$ cat config.mk
export PLATFORM = sky130hd
export DESIGN_NAME = triple_coincidence_builder_unit
export DESIGN_NICKNAME = d
export VERILOG_FILES = /design/src/hw/rtl/tcb_pkg.sv /design/src/hw/rtl/tcb_fifo.sv /design/src/hw/rtl/tcb_front.sv /design/src/hw/rtl/tcb_back.sv /design/src/hw/rtl/triple_coincidence_builder_unit.sv
export SDC_FILE = /design/constraint.sdc
export NUM_CORES = 2
export LEC_CHECK = 0
export ABC_AREA = 0
export BUFFER_PORTS_ARGS = -buffer_cell sky130_fd_sc_hd__buf_2
export CAP_MARGIN = 10
export CORE_ASPECT_RATIO = 1.4
export CORE_MARGIN = 2
export CORE_UTILIZATION = 40
export CTS_CLUSTER_DIAMETER = 80
export DETAILED_ROUTE_END_ITERATION = 12
export PLACE_DENSITY_LB_ADDON = 0.08
export SKIP_CTS_REPAIR_TIMING = 1
export SLEW_MARGIN = 20
export SYNTH_ARGS = -nofsm -noshare
export SYNTH_HDL_FRONTEND = slang
export SYNTH_SLANG_ARGS = --single-unit
$ cat constraint.sdc
create_clock -name clk_i -period 23.8 [get_ports clk_i]
set_input_delay 1.19 -clock clk_i [delete_from_list [all_inputs] [get_ports clk_i]]
set_output_delay 1.19 -clock clk_i [all_outputs]
set_load 0.02 [all_outputs]
$ cat src/hw/rtl/tcb_pkg.sv
`timescale 1ns / 1ps
// ----------------------------------------------------------------------------
// Triple coincidence builder package
// Shared widths, register codes, request types and time helpers.
// ----------------------------------------------------------------------------
package tcb_pkg;

  // Field widths.
  localparam int unsigned ENERGY_W  = 16;
  localparam int unsigned TIME_W    = 48;
  localparam int unsigned BIN_W     = 11;
  localparam int unsigned RAW_BIN_W = ENERGY_W - 4;
  localparam int unsigned CFG_W     = 16;
  localparam int unsigned CFG_IDX_W = 2;

  // Register reset values.
  localparam logic [CFG_W-1:0] TIME_WINDOW_RST = 16'd18;
  localparam logic [CFG_W-1:0] ENERGY_LOW_RST  = 16'd320;
  localparam logic [CFG_W-1:0] ENERGY_HIGH_RST = 16'd32000;

  // Register indexes on the configuration port.
  typedef enum logic [CFG_IDX_W-1:0] {
    CFG_TIME_WINDOW = 2'd0,
    CFG_ENERGY_LOW  = 2'd1,
    CFG_ENERGY_HIGH = 2'd2
  } cfg_idx_e;

  // Input request: one detector hit.
  typedef struct packed {
    logic [ENERGY_W-1:0] hit_energy;
    logic [TIME_W-1:0]   hit_time;
    logic                event_start;
  } hit_req_t;

  // Result request: one unordered triple of energy bins.
  typedef struct packed {
    logic [BIN_W-1:0] bin_first;
    logic [BIN_W-1:0] bin_second;
    logic [BIN_W-1:0] bin_newest;
    logic             last_triple;
  } triple_t;

  // Classified hit passed from the front end to the pair walker.
  typedef struct packed {
    logic              event_start;
    logic              hit_ok;
    logic [BIN_W-1:0]  bin;
    logic [TIME_W-1:0] hit_time;
  } cmd_t;

  // Absolute difference of two timestamps.
  function automatic logic [TIME_W-1:0] abs_diff(input logic [TIME_W-1:0] x,
                                                 input logic [TIME_W-1:0] y);
    return (x >= y) ? (x - y) : (y - x);
  endfunction

endpackage

$ cat src/hw/rtl/tcb_fifo.sv
`timescale 1ns / 1ps
// ----------------------------------------------------------------------------
// Small synchronous queue
// Register based first-in first-out buffer with full and empty flags.
// ----------------------------------------------------------------------------
module tcb_fifo #(
  parameter int unsigned Width = 8,
  parameter int unsigned Depth = 2
) (
  input  logic             clk_i,
  input  logic             rst_ni,
  input  logic             push_i,
  input  logic [Width-1:0] wdata_i,
  output logic             full_o,
  input  logic             pop_i,
  output logic [Width-1:0] rdata_o,
  output logic             empty_o
);

  localparam int unsigned PtrW = (Depth > 1) ? $clog2(Depth) : 1;
  localparam int unsigned CntW = $clog2(Depth + 1);
  localparam logic [PtrW-1:0] PtrLast = PtrW'(Depth - 1);

  logic [Width-1:0] mem_q [Depth];
  logic [PtrW-1:0]  wr_ptr_q, wr_ptr_d;
  logic [PtrW-1:0]  rd_ptr_q, rd_ptr_d;
  logic [CntW-1:0]  cnt_q, cnt_d;
  logic             do_push, do_pop;

  assign full_o  = (cnt_q == CntW'(Depth));
  assign empty_o = (cnt_q == '0);
  assign do_push = push_i && !full_o;
  assign do_pop  = pop_i && !empty_o;
  assign rdata_o = mem_q[rd_ptr_q];

  // Pointer and fill level update.
  always_comb begin
    wr_ptr_d = wr_ptr_q;
    rd_ptr_d = rd_ptr_q;
    cnt_d    = cnt_q;
    if (do_push) begin
      wr_ptr_d = (wr_ptr_q == PtrLast) ? '0 : wr_ptr_q + PtrW'(1);
    end
    if (do_pop) begin
      rd_ptr_d = (rd_ptr_q == PtrLast) ? '0 : rd_ptr_q + PtrW'(1);
    end
    if (do_push && !do_pop) begin
      cnt_d = cnt_q + CntW'(1);
    end else if (do_pop && !do_push) begin
      cnt_d = cnt_q - CntW'(1);
    end
  end

  always_ff @(posedge clk_i or negedge rst_ni) begin
    if (!rst_ni) begin
      wr_ptr_q <= '0;
      rd_ptr_q <= '0;
      cnt_q    <= '0;
    end else begin
      wr_ptr_q <= wr_ptr_d;
      rd_ptr_q <= rd_ptr_d;
      cnt_q    <= cnt_d;
    end
  end

  // Storage needs no reset.
  always_ff @(posedge clk_i) begin
    if (do_push) begin
      mem_q[wr_ptr_q] <= wdata_i;
    end
  end

endmodule

$ cat src/hw/rtl/tcb_front.sv
`timescale 1ns / 1ps
// ----------------------------------------------------------------------------
// Triple coincidence builder front end
// Holds the configuration registers, classifies incoming hits against the
// energy window and queues them for the pair walker.
// ----------------------------------------------------------------------------
module tcb_front #(
  parameter int unsigned NumBins = 2000
) (
  input  logic                             clk_i,
  input  logic                             rst_ni,
  input  logic                             push,
  input  tcb_pkg::hit_req_t                hit_i,
  output logic                             full,
  input  logic                             cfg_we_i,
  input  logic [tcb_pkg::CFG_IDX_W-1:0]    cfg_idx_i,
  input  logic [tcb_pkg::CFG_W-1:0]        cfg_wdata_i,
  output logic [tcb_pkg::CFG_W-1:0]        time_window_o,
  output tcb_pkg::cmd_t                    cmd_o,
  output logic                             cmd_empty_o,
  input  logic                             cmd_pop_i
);

  localparam logic [tcb_pkg::RAW_BIN_W:0] BinMax = (tcb_pkg::RAW_BIN_W + 1)'(NumBins - 1);

  logic [tcb_pkg::CFG_W-1:0]     time_window_q, energy_low_q, energy_high_q;
  logic [tcb_pkg::RAW_BIN_W-1:0] raw_bin;
  logic                          in_window, bin_ok;
  tcb_pkg::cmd_t                 cmd_in;
  logic [$bits(tcb_pkg::cmd_t)-1:0] cmd_raw;
  logic                          cmd_push;

  // Configuration registers.
  always_ff @(posedge clk_i or negedge rst_ni) begin
    if (!rst_ni) begin
      time_window_q <= tcb_pkg::TIME_WINDOW_RST;
      energy_low_q  <= tcb_pkg::ENERGY_LOW_RST;
      energy_high_q <= tcb_pkg::ENERGY_HIGH_RST;
    end else if (cfg_we_i) begin
      case (cfg_idx_i)
        tcb_pkg::CFG_TIME_WINDOW: time_window_q <= cfg_wdata_i;
        tcb_pkg::CFG_ENERGY_LOW:  energy_low_q  <= cfg_wdata_i;
        tcb_pkg::CFG_ENERGY_HIGH: energy_high_q <= cfg_wdata_i;
        default: ;
      endcase
    end
  end

  assign time_window_o = time_window_q;

  // Energy window and bin range check.
  assign raw_bin   = hit_i.hit_energy[tcb_pkg::ENERGY_W-1:4];
  assign in_window = (hit_i.hit_energy >= energy_low_q) &&
                     (hit_i.hit_energy <= energy_high_q);
  assign bin_ok    = ({1'b0, raw_bin} <= BinMax);

  always_comb begin
    cmd_in.event_start = hit_i.event_start;
    cmd_in.hit_ok      = in_window && bin_ok;
    cmd_in.bin         = raw_bin[tcb_pkg::BIN_W-1:0];
    cmd_in.hit_time    = hit_i.hit_time;
  end

  // A rejected hit only matters when it opens a new event.
  assign cmd_push = push && !full && (cmd_in.hit_ok || cmd_in.event_start);

  tcb_fifo #(
    .Width ($bits(tcb_pkg::cmd_t)),
    .Depth (2)
  ) u_cmd_fifo (
    .clk_i   (clk_i),
    .rst_ni  (rst_ni),
    .push_i  (cmd_push),
    .wdata_i (cmd_in),
    .full_o  (full),
    .pop_i   (cmd_pop_i),
    .rdata_o (cmd_raw),
    .empty_o (cmd_empty_o)
  );

  assign cmd_o = tcb_pkg::cmd_t'(cmd_raw);

endmodule

$ cat src/hw/rtl/tcb_back.sv
`timescale 1ns / 1ps
// ----------------------------------------------------------------------------
// Triple coincidence builder pair walker
// Keeps the hits of the current event and walks every stored pair against
// the newest hit through a read, difference and compare pipeline.
// ----------------------------------------------------------------------------
module tcb_back #(
  parameter int unsigned MaxHits = 8
) (
  input  logic                        clk_i,
  input  logic                        rst_ni,
  input  tcb_pkg::cmd_t               cmd_i,
  input  logic                        cmd_empty_i,
  output logic                        cmd_pop_o,
  input  logic [tcb_pkg::CFG_W-1:0]   time_window_i,
  output tcb_pkg::triple_t            res_o,
  output logic                        res_push_o,
  input  logic                        res_full_i
);

  localparam int unsigned IdxW = $clog2(MaxHits);
  localparam int unsigned CntW = $clog2(MaxHits + 1);
  localparam int unsigned TW   = tcb_pkg::TIME_W;
  localparam int unsigned BW   = tcb_pkg::BIN_W;

  typedef enum logic [3:0] {
    ST_IDLE   = 4'b0001,
    ST_WALK   = 4'b0010,
    ST_DRAIN  = 4'b0100,
    ST_FINISH = 4'b1000
  } back_state_e;

  back_state_e state_q, state_d;
  logic [CntW-1:0] cnt_q, cnt_d, cnt_base;
  logic [CntW-1:0] a_q, a_d, b_q, b_d;
  logic [TW-1:0]   new_time_q, new_time_d;
  logic [BW-1:0]   new_bin_q, new_bin_d;

  // Hit store, two registered read ports.
  logic [TW-1:0] time_mem [MaxHits];
  logic [BW-1:0] bin_mem  [MaxHits];
  logic [TW-1:0] rd_ta_q, rd_tb_q;
  logic [BW-1:0] rd_ba_q, rd_bb_q;
  logic          s1_vld_q;

  // Difference stage.
  logic [TW-1:0] d_an_q, d_bn_q, d_ab_q;
  logic [BW-1:0] s2_ba_q, s2_bb_q;
  logic          s2_vld_q;

  // Pending triple, held until it is known whether another follows.
  logic [BW-1:0] pend_ba_q, pend_bb_q;
  logic          pend_vld_q, pend_vld_d;

  logic          adv, pair_live, issue, match, mid_push, fin_done, store_we;
  logic [TW-1:0] window;

  assign adv       = !res_full_i;
  assign pair_live = (b_q < cnt_q);
  assign issue     = (state_q == ST_WALK) && pair_live && adv;
  assign window    = TW'(time_window_i);
  assign match     = s2_vld_q && (d_an_q <= window) && (d_bn_q <= window) &&
                     (d_ab_q <= window);
  assign mid_push  = adv && match && pend_vld_q;
  assign fin_done  = (state_q == ST_FINISH) && !(pend_vld_q && res_full_i);
  assign store_we  = fin_done;
  assign cmd_pop_o = (state_q == ST_IDLE) && !cmd_empty_i;
  assign cnt_base  = cmd_i.event_start ? '0 : cnt_q;

  // Sequencer and pair index generation.
  always_comb begin
    state_d    = state_q;
    cnt_d      = cnt_q;
    a_d        = a_q;
    b_d        = b_q;
    new_time_d = new_time_q;
    new_bin_d  = new_bin_q;
    case (state_q)
      ST_IDLE: begin
        if (cmd_pop_o) begin
          cnt_d = cnt_base;
          if (cmd_i.hit_ok && (cnt_base < CntW'(MaxHits))) begin
            new_time_d = cmd_i.hit_time;
            new_bin_d  = cmd_i.bin;
            a_d        = '0;
            b_d        = CntW'(1);
            state_d    = ST_WALK;
          end
        end
      end
      ST_WALK: begin
        if (!pair_live) begin
          state_d = ST_DRAIN;
        end else if (issue) begin
          if ((b_q + CntW'(1)) < cnt_q) begin
            b_d = b_q + CntW'(1);
          end else begin
            a_d = a_q + CntW'(1);
            b_d = a_q + CntW'(2);
          end
        end
      end
      ST_DRAIN: begin
        if (!s1_vld_q && !s2_vld_q) begin
          state_d = ST_FINISH;
        end
      end
      ST_FINISH: begin
        if (fin_done) begin
          cnt_d   = cnt_q + CntW'(1);
          state_d = ST_IDLE;
        end
      end
      default: state_d = ST_IDLE;
    endcase
  end

  // Pending triple bookkeeping.
  always_comb begin
    pend_vld_d = pend_vld_q;
    if (adv && match) begin
      pend_vld_d = 1'b1;
    end else if (fin_done) begin
      pend_vld_d = 1'b0;
    end
  end

  always_ff @(posedge clk_i or negedge rst_ni) begin
    if (!rst_ni) begin
      state_q    <= ST_IDLE;
      cnt_q      <= '0;
      a_q        <= '0;
      b_q        <= '0;
      s1_vld_q   <= 1'b0;
      s2_vld_q   <= 1'b0;
      pend_vld_q <= 1'b0;
    end else begin
      state_q    <= state_d;
      cnt_q      <= cnt_d;
      a_q        <= a_d;
      b_q        <= b_d;
      pend_vld_q <= pend_vld_d;
      if (adv) begin
        s1_vld_q <= issue;
        s2_vld_q <= s1_vld_q;
      end
    end
  end

  // Store write and pair reads.
  always_ff @(posedge clk_i) begin
    if (store_we) begin
      time_mem[cnt_q[IdxW-1:0]] <= new_time_q;
      bin_mem[cnt_q[IdxW-1:0]]  <= new_bin_q;
    end
    if (adv) begin
      rd_ta_q <= time_mem[a_q[IdxW-1:0]];
      rd_tb_q <= time_mem[b_q[IdxW-1:0]];
      rd_ba_q <= bin_mem[a_q[IdxW-1:0]];
      rd_bb_q <= bin_mem[b_q[IdxW-1:0]];
    end
  end

  // Payload registers of the walk pipeline.
  always_ff @(posedge clk_i) begin
    new_time_q <= new_time_d;
    new_bin_q  <= new_bin_d;
    if (adv) begin
      d_an_q  <= tcb_pkg::abs_diff(rd_ta_q, new_time_q);
      d_bn_q  <= tcb_pkg::abs_diff(rd_tb_q, new_time_q);
      d_ab_q  <= tcb_pkg::abs_diff(rd_ta_q, rd_tb_q);
      s2_ba_q <= rd_ba_q;
      s2_bb_q <= rd_bb_q;
      if (match) begin
        pend_ba_q <= s2_ba_q;
        pend_bb_q <= s2_bb_q;
      end
    end
  end

  // A triple leaves once a later one appears or the walk has ended.
  assign res_push_o = mid_push || ((state_q == ST_FINISH) && pend_vld_q && !res_full_i);

  always_comb begin
    res_o.bin_first   = pend_ba_q;
    res_o.bin_second  = pend_bb_q;
    res_o.bin_newest  = new_bin_q;
    res_o.last_triple = (state_q == ST_FINISH);
  end

`ifndef SYNTHESIS
  // The store never holds more hits than it has entries.
  assert property (@(posedge clk_i) disable iff (!rst_ni) cnt_q <= CntW'(MaxHits))
    else $error("tcb_back: stored hit count above capacity");

  // Results are only pushed while the result queue has room.
  assert property (@(posedge clk_i) disable iff (!rst_ni) res_push_o |-> !res_full_i)
    else $error("tcb_back: push into a full result queue");

  // Every issued pair has its first index below its second.
  assert property (@(posedge clk_i) disable iff (!rst_ni) issue |-> (a_q < b_q))
    else $error("tcb_back: pair indices out of order");

  // The walk pipeline is empty before the newest hit is stored.
  assert property (@(posedge clk_i) disable iff (!rst_ni)
    (state_q == ST_FINISH) |-> (!s1_vld_q && !s2_vld_q))
    else $error("tcb_back: store written while pairs are in flight");

  // A triple flagged as last leaves only at the end of a walk.
  assert property (@(posedge clk_i) disable iff (!rst_ni)
    (res_push_o && res_o.last_triple) |=> (state_q == ST_IDLE))
    else $error("tcb_back: last triple outside the end of a walk");
`endif

endmodule

$ cat src/hw/rtl/triple_coincidence_builder_unit.sv
`timescale 1ns / 1ps
// ----------------------------------------------------------------------------
// Triple coincidence builder
// Builds unordered triples of energy bins from time-coincident hits of one
// event for a downstream three-dimensional histogram filler.
// ----------------------------------------------------------------------------
// Hits enter through a queue-style port and are classified at once against
// the energy window and bin range; a hit that fails either check and does not
// open an event is dropped. For an accepted hit the pair walker issues one
// stored pair per cycle while the result queue has room, from the two read
// ports of the hit store, then a difference stage and a compare stage check
// the three time gaps, and the newest hit is written to the store at the end.
// A two-entry command queue lets new hits be taken while a walk is in
// progress, and a four-entry result queue holds finished triples; the walk
// pauses while that queue is full. Configuration writes take effect on the
// next cycle and should only be made while the block is idle.
module triple_coincidence_builder_unit #(
  parameter int unsigned MAX_HITS = 8,
  parameter int unsigned NUM_BINS = 2000
) (
  input  logic                          clk_i,
  input  logic                          rst_ni,
  input  logic                          push,
  input  tcb_pkg::hit_req_t             hit_i,
  output logic                          full,
  output logic                          empty,
  input  logic                          pop,
  output tcb_pkg::triple_t              triple_o,
  input  logic                          cfg_we_i,
  input  logic [tcb_pkg::CFG_IDX_W-1:0] cfg_idx_i,
  input  logic [tcb_pkg::CFG_W-1:0]     cfg_wdata_i
);

  tcb_pkg::cmd_t                  cmd;
  logic                           cmd_empty, cmd_pop;
  logic [tcb_pkg::CFG_W-1:0]      time_window;
  tcb_pkg::triple_t               res;
  logic                           res_push, res_full;
  logic [$bits(tcb_pkg::triple_t)-1:0] res_raw;

  // Classification and command queue.
  tcb_front #(
    .NumBins (NUM_BINS)
  ) u_front (
    .clk_i         (clk_i),
    .rst_ni        (rst_ni),
    .push          (push),
    .hit_i         (hit_i),
    .full          (full),
    .cfg_we_i      (cfg_we_i),
    .cfg_idx_i     (cfg_idx_i),
    .cfg_wdata_i   (cfg_wdata_i),
    .time_window_o (time_window),
    .cmd_o         (cmd),
    .cmd_empty_o   (cmd_empty),
    .cmd_pop_i     (cmd_pop)
  );

  // Hit store and pair walk.
  tcb_back #(
    .MaxHits (MAX_HITS)
  ) u_back (
    .clk_i         (clk_i),
    .rst_ni        (rst_ni),
    .cmd_i         (cmd),
    .cmd_empty_i   (cmd_empty),
    .cmd_pop_o     (cmd_pop),
    .time_window_i (time_window),
    .res_o         (res),
    .res_push_o    (res_push),
    .res_full_i    (res_full)
  );

  // Result queue toward the histogram filler.
  tcb_fifo #(
    .Width ($bits(tcb_pkg::triple_t)),
    .Depth (4)
  ) u_res_fifo (
    .clk_i   (clk_i),
    .rst_ni  (rst_ni),
    .push_i  (res_push),
    .wdata_i (res),
    .full_o  (res_full),
    .pop_i   (pop),
    .rdata_o (res_raw),
    .empty_o (empty)
  );

  assign triple_o = tcb_pkg::triple_t'(res_raw);

endmodule
# Word level (Yosys, flattened, before mapping)
# Memory sizes are Yosys's and may differ from the RTL's. A register that Yosys moved wholly into a read port is not among the register bits.
# Cells that the tools add are included.
dict set report totals {
  reg_bits 325
  ram_bits 730
  inputBits 88
  out_inout_bits 36
  elab_cells 179
  mem_count 4
}
dict set report op_classes {
  n_addsub 18
  magnitude_cmp 12
  eq_ne 18
  mux 41
  bitwise_logic 1
  n_reduce_logical 60
}
# name words word_bits rd rd_clocked_by_memory_dff wr line_no
set mem_list {}
lappend mem_list {u_back.time_mem 8 48 2 2 1 tcb_back.sv:40} ;# logic [TW-1:0] time_mem [MaxHits];
lappend mem_list {u_res_fifo.mem_q 4 34 1 0 1 tcb_fifo.sv:24} ;# logic [Width-1:0] mem_q [Depth];
lappend mem_list {u_front.u_cmd_fifo.mem_q 2 61 1 0 1 tcb_fifo.sv:24}
lappend mem_list {u_back.bin_mem 8 11 2 2 1 tcb_back.sv:41} ;# logic [BW-1:0] bin_mem [MaxHits];
# op count
set op_table {}
lappend op_table {{$sub 48x48->48} 6}
lappend op_table {{$ge 48x48->1} 3}
lappend op_table {{$le 48x16->1} 3}
lappend op_table {{$mux 48} 3}
lappend op_table {{$mux 4} 18}
lappend op_table {{$logic_and 1x1->1} 26}
lappend op_table {{$pmux 4 s2} 3}
lappend op_table {{$ge 16x16->1} 1}
lappend op_table {{$le 16x16->1} 1}
lappend op_table {{$pmux 4 s4} 1}
lappend op_table {{$logic_not 1->1} 15}
lappend op_table {{$add 4x1->4 const B} 3}
lappend op_table {{$le 12x11->1 const B} 1}
lappend op_table {{$mux 1} 10}
lappend op_table {{$ne 2x2->1 const B} 5}
lappend op_table {{$reduce_and 5->1} 2}
lappend op_table {{$reduce_bool 2->1} 5}
lappend op_table {{$eq 2x2->1 const B} 4}
lappend op_table {{$lt 4x4->1} 2}
lappend op_table {{$mux 2} 4}
lappend op_table {{$reduce_and 2->1} 4}
lappend op_table {{$add 2x1->2 const B} 3}
lappend op_table {{$mux 3} 2}
lappend op_table {{$ne 2x1->1 const B} 3}
lappend op_table {{18 further kinds} 22}

# Logic depth before layout (Yosys ltp)
dict set report logic_depth {
  ltp_word 12
  ltp_mapped 17
  ltp_nobuf 17
}

# Modules after synthesis
# A second synthesis with hierarchy kept.
dict set report hier_totals {
  hier_cells 4605
  area_unflattened_um2 63220.6
}
# module n_inst cells_each area_each_um2 seq_area_each_um2
set by_module_without_submodules {}
lappend by_module_without_submodules {tcb_back 1 3959 50329.5 25610.8}
lappend by_module_without_submodules {{tcb_fifo at u_res_fifo} 1 215 5346.4 4259.1}
lappend by_module_without_submodules {{tcb_fifo at u_front.u_cmd_fifo} 1 209 4899.7 3763.6}
lappend by_module_without_submodules {tcb_front 1 222 2645.0 1213.7}

# Worst setup path after synthesis
# Ideal clock, no wire load.
dict set report synth_timing {
  path_type {register to register}
  from {register u_res_fifo.cnt_q[0]}
  to {register u_back.a_q[3]}
  arrival_time_ns 8.214
  path_slack_ns 15.398
  path_stages_with_launch 10
  path_cell_list {dfrtp_1 nor2_1 and2_1 clkbuf_1 inv_1 nand2_1 nor3_1 nand3_1 xor2_1 nor2_1}
}
dict set report synth_via {
  elab_chain_len 5
}
# element line_no
set synth_lines {}
lappend synth_lines {{start: declaration} tcb_fifo.sv:27} ;# logic [CntW-1:0] cnt_q, cnt_d;
lappend synth_lines {{start signal: assignment} tcb_fifo.sv:62} ;# cnt_q <= cnt_d;
lappend synth_lines {{$eq 3x3->1} tcb_fifo.sv:30} ;# assign full_o = (cnt_q == CntW'(Depth));
lappend synth_lines {{$logic_not 1->1} tcb_back.sv:58} ;# assign adv = !res_full_i;
lappend synth_lines {{net u_back.adv} tcb_back.sv:55} ;# logic adv, pair_live, issue, match, mid_push, fin_done, store_we;
lappend synth_lines {{$logic_and 1x1->1} tcb_back.sv:60} ;# assign issue = (state_q == ST_WALK) && pair_live && adv;
lappend synth_lines {{$ne 2x1->1 (no source line)} n/a}
lappend synth_lines {{$reduce_and 6->1 (no source line)} n/a}
lappend synth_lines {{end signal: assignment} tcb_back.sv:132} ;# a_q <= '0;
lappend synth_lines {{end signal: assignment} tcb_back.sv:140} ;# a_q <= a_d;
lappend synth_lines {{end: declaration} tcb_back.sv:35} ;# logic [CntW-1:0] a_q, a_d, b_q, b_d;
# The timed path passes the listed nets, and every way through them passes these cells.
# A chain may end at the register's enable or synchronous reset.

# Worst setup path after layout
dict set report layout_timing {
  from {register u_back.new_time_q[0]}
  to {register u_back.d_an_q[46] (data pin)}
}
dict set report layout_via {
  elab_chain_len 2
  word_cells_on_any_way 4
  classes_between {2 x add/sub; 1 x order compare; 1 x mux}
}
# element line_no
set layout_lines {}
lappend layout_lines {{start: declaration} tcb_back.sv:36} ;# logic [TW-1:0] new_time_q, new_time_d;
lappend layout_lines {{start signal: assignment} tcb_back.sv:166} ;# new_time_q <= new_time_d;
lappend layout_lines {{$sub 48x48->48 or $ge 48x48->1 (tied branches)} tcb_pkg.sv:54} ;# return (x >= y) ? (x - y) : (y - x);
lappend layout_lines {{$mux 48 (*)} tcb_pkg.sv:54}
lappend layout_lines {{end signal: assignment} tcb_back.sv:169} ;# d_an_q <= tcb_pkg::abs_diff(rd_ta_q, new_time_q);
lappend layout_lines {{end: declaration} tcb_back.sv:47} ;# logic [TW-1:0] d_an_q, d_bn_q, d_ab_q;
# Mark *: on every way between the ends. The rest lies on a longest branch, timed or not.

==> flow_results.xml <==
<?xml version="1.0" encoding="UTF-8"?>
<metrics>
  <group name="worst_setup_path">
    <metric name="cp.arrival" unit="ns">6.30</metric>
    <metric name="critPathSlowestCell" unit="">sky130_fd_sc_hd__o31ai_4</metric>
    <metric name="cp_slowest_stage_delay" unit="ns">0.86</metric>
    <metric name="path_cells" unit="">ha_1, fa_1, nand2b_1, a211oi_1, o21ai_0, o211ai_1, a311oi_1, o31ai_4, buf_4, or2_2, o2bb2ai_1, o41ai_1, xor2_1</metric>
    <metric name="path_class" unit="">flip-flop to flip-flop</metric>
    <metric name="path_max_fanout" unit="">46</metric>
    <metric name="worst-endpoint-required" unit="ns">24.31</metric>
    <metric name="startpoint_type" unit="">flip-flop</metric>
    <metric name="end_kind" unit="">flip-flop</metric>
  </group>
  <group name="timing">
    <metric name="timing.fmax" unit="MHz">172.7</metric>
    <metric name="timing_hold_violations_final" unit="">0</metric>
    <metric name="fin_crit" unit="ns">5.790</metric>
    <metric name="final_count_of_pins_violating_max_slew" unit="">0</metric>
    <metric name="setup_viol" unit="">0</metric>
    <metric name="setup_repair_after_global_routing_missed_its_margin" unit="">no</metric>
    <metric name="tightestPinTransition" unit="ns">1.077</metric>
    <metric name="post-route-worst-setup-slack" unit="ns">18.01</metric>
    <metric name="relSlewSlack" unit="%">27.46</metric>
    <metric name="setup-tns-final" unit="ns">0</metric>
    <metric name="fin_crit_sh" unit="%">24.33</metric>
    <metric name="skew_final" unit="ns">0.03325</metric>
  </group>
  <group name="clocking">
    <metric name="clk_latency" unit="ns">0.80</metric>
    <metric name="cts-htree-levels" unit="">3</metric>
    <metric name="numCtsBuffers" unit="">119</metric>
    <metric name="clkSlewWorstSetupHoldPaths" unit="ns">0.06</metric>
    <metric name="cts_tree" unit="">yes</metric>
    <metric name="clock_path_buffers" unit="">3</metric>
    <metric name="clock-sinks" unit="">1173</metric>
    <metric name="clk_root_buffer_cell" unit="">sky130_fd_sc_hd__clkbuf_16</metric>
  </group>
  <group name="global_routing">
    <metric name="grt_antenna_before_repair" unit="">5</metric>
    <metric name="grt_pass1_wl" unit="um">298600</metric>
    <metric name="grt-ovfl-total" unit="">0</metric>
    <metric name="grt_pass1_vias" unit="">43338</metric>
    <metric name="globalRouteTotalUtil" unit="%">25.18</metric>
    <metric name="grt_start_max_net_pins" unit="">133</metric>
  </group>
  <group name="die">
    <metric name="fp.dieArea" unit="mm2">0.1626</metric>
    <metric name="fp-row-count" unit="">173</metric>
    <metric name="fp.dieW" unit="um">341.4</metric>
    <metric name="core-area" unit="mm2">0.1584</metric>
    <metric name="floorplan.die.height" unit="um">476.4</metric>
    <metric name="floorplan.initialDensity" unit="%">40.24</metric>
    <metric name="design.portCount" unit="">124</metric>
  </group>
  <group name="cells_and_area">
    <metric name="fillers" unit="">14558</metric>
    <metric name="layout-area-overhead-vs-synth" unit="%">10.59</metric>
    <metric name="fin_cells" unit="">7061</metric>
    <metric name="layout.area.seq" unit="mm2">0.03487</metric>
    <metric name="multi_input_comb_area" unit="mm2">0.02700</metric>
    <metric name="layout_nets" unit="">5329</metric>
    <metric name="final_layout_size_suffix_gt1_share" unit="%">18.86</metric>
  </group>
  <group name="detailed_routing">
    <metric name="firstDrtPassIters" unit="">6</metric>
    <metric name="drt_drc_violations_left" unit="">0</metric>
    <metric name="detailroute.via_count" unit="">41413</metric>
    <metric name="wl_per_cell" unit="um">29.28</metric>
    <metric name="route.final.wire_length" unit="um">206800</metric>
    <metric name="drtIter0Drc" unit="">3131</metric>
    <metric name="via_per_inst" unit="">5.865</metric>
    <metric name="antenna_violating_nets_left" unit="">0</metric>
  </group>
  <group name="power">
    <metric name="p_per_area" unit="mW/mm2">141.1</metric>
    <metric name="power.leakage" unit="nW">25.70</metric>
    <metric name="max-vdd-ir-drop" unit="mV">0.07636</metric>
    <metric name="p_total" unit="W">0.009947</metric>
  </group>
  <group name="place">
    <metric name="detailedPlacementHpwl" unit="um">152800</metric>
    <metric name="buffer_ports.inserted" unit="">123</metric>
    <metric name="numPlacedInstances" unit="">6831</metric>
    <metric name="place_worst_setup_slack" unit="ns">18.08</metric>
    <metric name="gp_congestion" unit="">0.9600</metric>
  </group>
  <group name="run_status">
    <metric name="status" unit="">complete, no violations</metric>
  </group>
  <group name="run">
    <metric name="max_cap_violations" unit="">0</metric>
  </group>
  <group name="yosys">
    <metric name="synthesis.yosys.warnings" unit="">0</metric>
    <metric name="avgSynthCellArea" unit="um2">13.33</metric>
    <metric name="synth_area_leader_cell" unit="">sky130_fd_sc_hd__edfxtp_1</metric>
    <metric name="syn_nets" unit="">5259</metric>
    <metric name="synth.area.top_cells" unit="">sky130_fd_sc_hd__edfxtp_1 (52%), sky130_fd_sc_hd__mux4_2 (9.5%), sky130_fd_sc_hd__ha_1 (7.5%), sky130_fd_sc_hd__mux2_2 (3.9%), sky130_fd_sc_hd__a21oi_1 (3.4%)</metric>
    <metric name="yosysMostFrequentCell" unit="">sky130_fd_sc_hd__edfxtp_1</metric>
    <metric name="synth-edff-count" unit="">1095</metric>
    <metric name="ys_seq_area_share" unit="%">54.66</metric>
    <metric name="synthesized_cell_area" unit="mm2">0.06376</metric>
    <metric name="ys_types" unit="">91</metric>
    <metric name="most_instantiated_cells_after_synthesis" unit="">sky130_fd_sc_hd__edfxtp_1 (1095), sky130_fd_sc_hd__a21oi_1 (437), sky130_fd_sc_hd__ha_1 (382)</metric>
    <metric name="synthesis.instances" unit="">4782</metric>
    <metric name="synth-main-ff-cell" unit="">sky130_fd_sc_hd__edfxtp_1</metric>
    <metric name="ys_seq_elements" unit="">1173</metric>
    <metric name="synth_top_area_share" unit="%">51.57</metric>
    <metric name="postSynth.asyncResetShare" unit="%">6.650</metric>
  </group>
  <group name="worst_hold_path">
    <metric name="hp-class" unit="">primary input to async pin</metric>
  </group>
</metrics>
[per-stage QoR]
step           hold WS [ns]  cell area (um2)  utilization [%]
6_report             0.2561            70510            44.50
3_3_place_gp         0.4004            66610            42.04
2_1_floorplan        0.4003            63760                -
4_1_cts              0.2138            70500            44.49
3_5_place_dp         0.4052            66610            42.04
5_1_grt              0.2343            70510            44.50
[path summary, 6_finish.rpt]
kind / start / to / slack [ns] / cells after the start
max in group asynchronous: rst_ni / u_front.u_cmd_fifo.rd_ptr_q / 22.32 / 2
min in group clk_i: u_back.rd_bb_q[2] / u_back.s2_bb_q[2] / 0.40 / 0
worst max-delay path: u_back.new_time_q[0] / u_back.d_an_q[46] / 18.01 / 13
worst min register to register: u_back.rd_bb_q[2] / u_back.s2_bb_q[2] / 0.40 / 0
worst max register to register: u_back.new_time_q[0] / u_back.d_an_q[46] / 18.01 / 13
worst min-delay path: rst_ni / u_front.energy_high_q[9] / 0.26 / 1
[logic make-up after synthesis]
logic type	Yosys count	share of synthesized area [%]
xor gates and xnor gates	150	2.061
adders and majority gates	389	7.716
muxes	538	14.19
and+or+nand+nor	775	5.895
DFF	1173	54.66
buffers and inverters	503	3.167
AOI/OAI and AO/OA	1254	12.31
[power breakdown]
part,switching [W],total (W),internal [W]
Sequential,0.000355,0.00325,0.00289
Clock,0.000846,0.00189,0.00104
Combinational,0.00313,0.00481,0.00168
[critical path: cells and delay by family, from the launching register on]
kind,cells,cell delay (ns)
simple gates,2,0.42
flops,1,0.56
buf+inv,1,0.67
xor+xnor,1,0.12
fa+ha+maj,2,0.77
compound gates,7,2.96
[cell type report]
| cell class | instances | area share (%) |
|---|---|---|
| antenna | 4 | 0.01420 |
| sequential | 1173 | 49.46 |
| inverter | 271 | 1.455 |
| tap | 2100 | 3.727 |
| timing repair buffer | 181 | 1.530 |
| clock inverter | 83 | 1.079 |
| multi-input combinational | 3106 | 38.29 |
| clock buffer | 143 | 4.438 |
[layout by cell type, fill, tap and decap left out, types with 38 or more instances in the layout]
cell,count
sky130_fd_sc_hd__o21bai_1,68
sky130_fd_sc_hd__a21oi_1,437
sky130_fd_sc_hd__buf_2,122
sky130_fd_sc_hd__nor3_1,38
sky130_fd_sc_hd__inv_1,269
sky130_fd_sc_hd__mux2_2,218
sky130_fd_sc_hd__xnor2_1,90
sky130_fd_sc_hd__clkbuf_16,120
sky130_fd_sc_hd__o21ai_0,271
sky130_fd_sc_hd__nor2_1,182
sky130_fd_sc_hd__a21o_1,176
sky130_fd_sc_hd__dfrtp_1,59
sky130_fd_sc_hd__edfxtp_1,1095
sky130_fd_sc_hd__ha_1,382
sky130_fd_sc_hd__nand2_1,236
sky130_fd_sc_hd__mux2i_1,47
sky130_fd_sc_hd__buf_4,57
sky130_fd_sc_hd__mux4_2,270
sky130_fd_sc_hd__nand3_1,40
sky130_fd_sc_hd__nand4_1,85
sky130_fd_sc_hd__xor2_1,60
[state kept, by name, indices dropped and copies added (netlist names), 11 cells and up]
register                  count
u_back.d_ab_q                48
u_back.pend_bb_q             11
u_back.d_bn_q                48
u_back.rd_ta_q               48
u_back.d_an_q                48
u_back.rd_ba_q               11
u_back.pend_ba_q             11
u_back.s2_bb_q               11
u_front.u_cmd_fifo.mem_q    122
u_back.bin_mem               88
u_back.new_bin_q             11
u_front.energy_low_q         16
u_back.new_time_q            48
u_res_fifo.mem_q            136
u_front.energy_high_q        16
u_back.rd_bb_q               11
u_front.time_window_o        16
u_back.rd_tb_q               48
u_back.time_mem             384
u_back.s2_ba_q               11
[per-layer routing]
layer	GRT usage (%)	part of all wire (%)
met1	30.36	40
met2	44.61	51
met3	2.959	3.6
met4	11.84	4.8
met5	0	0.016
Note: power is estimated with default switching activity, not from simulation.
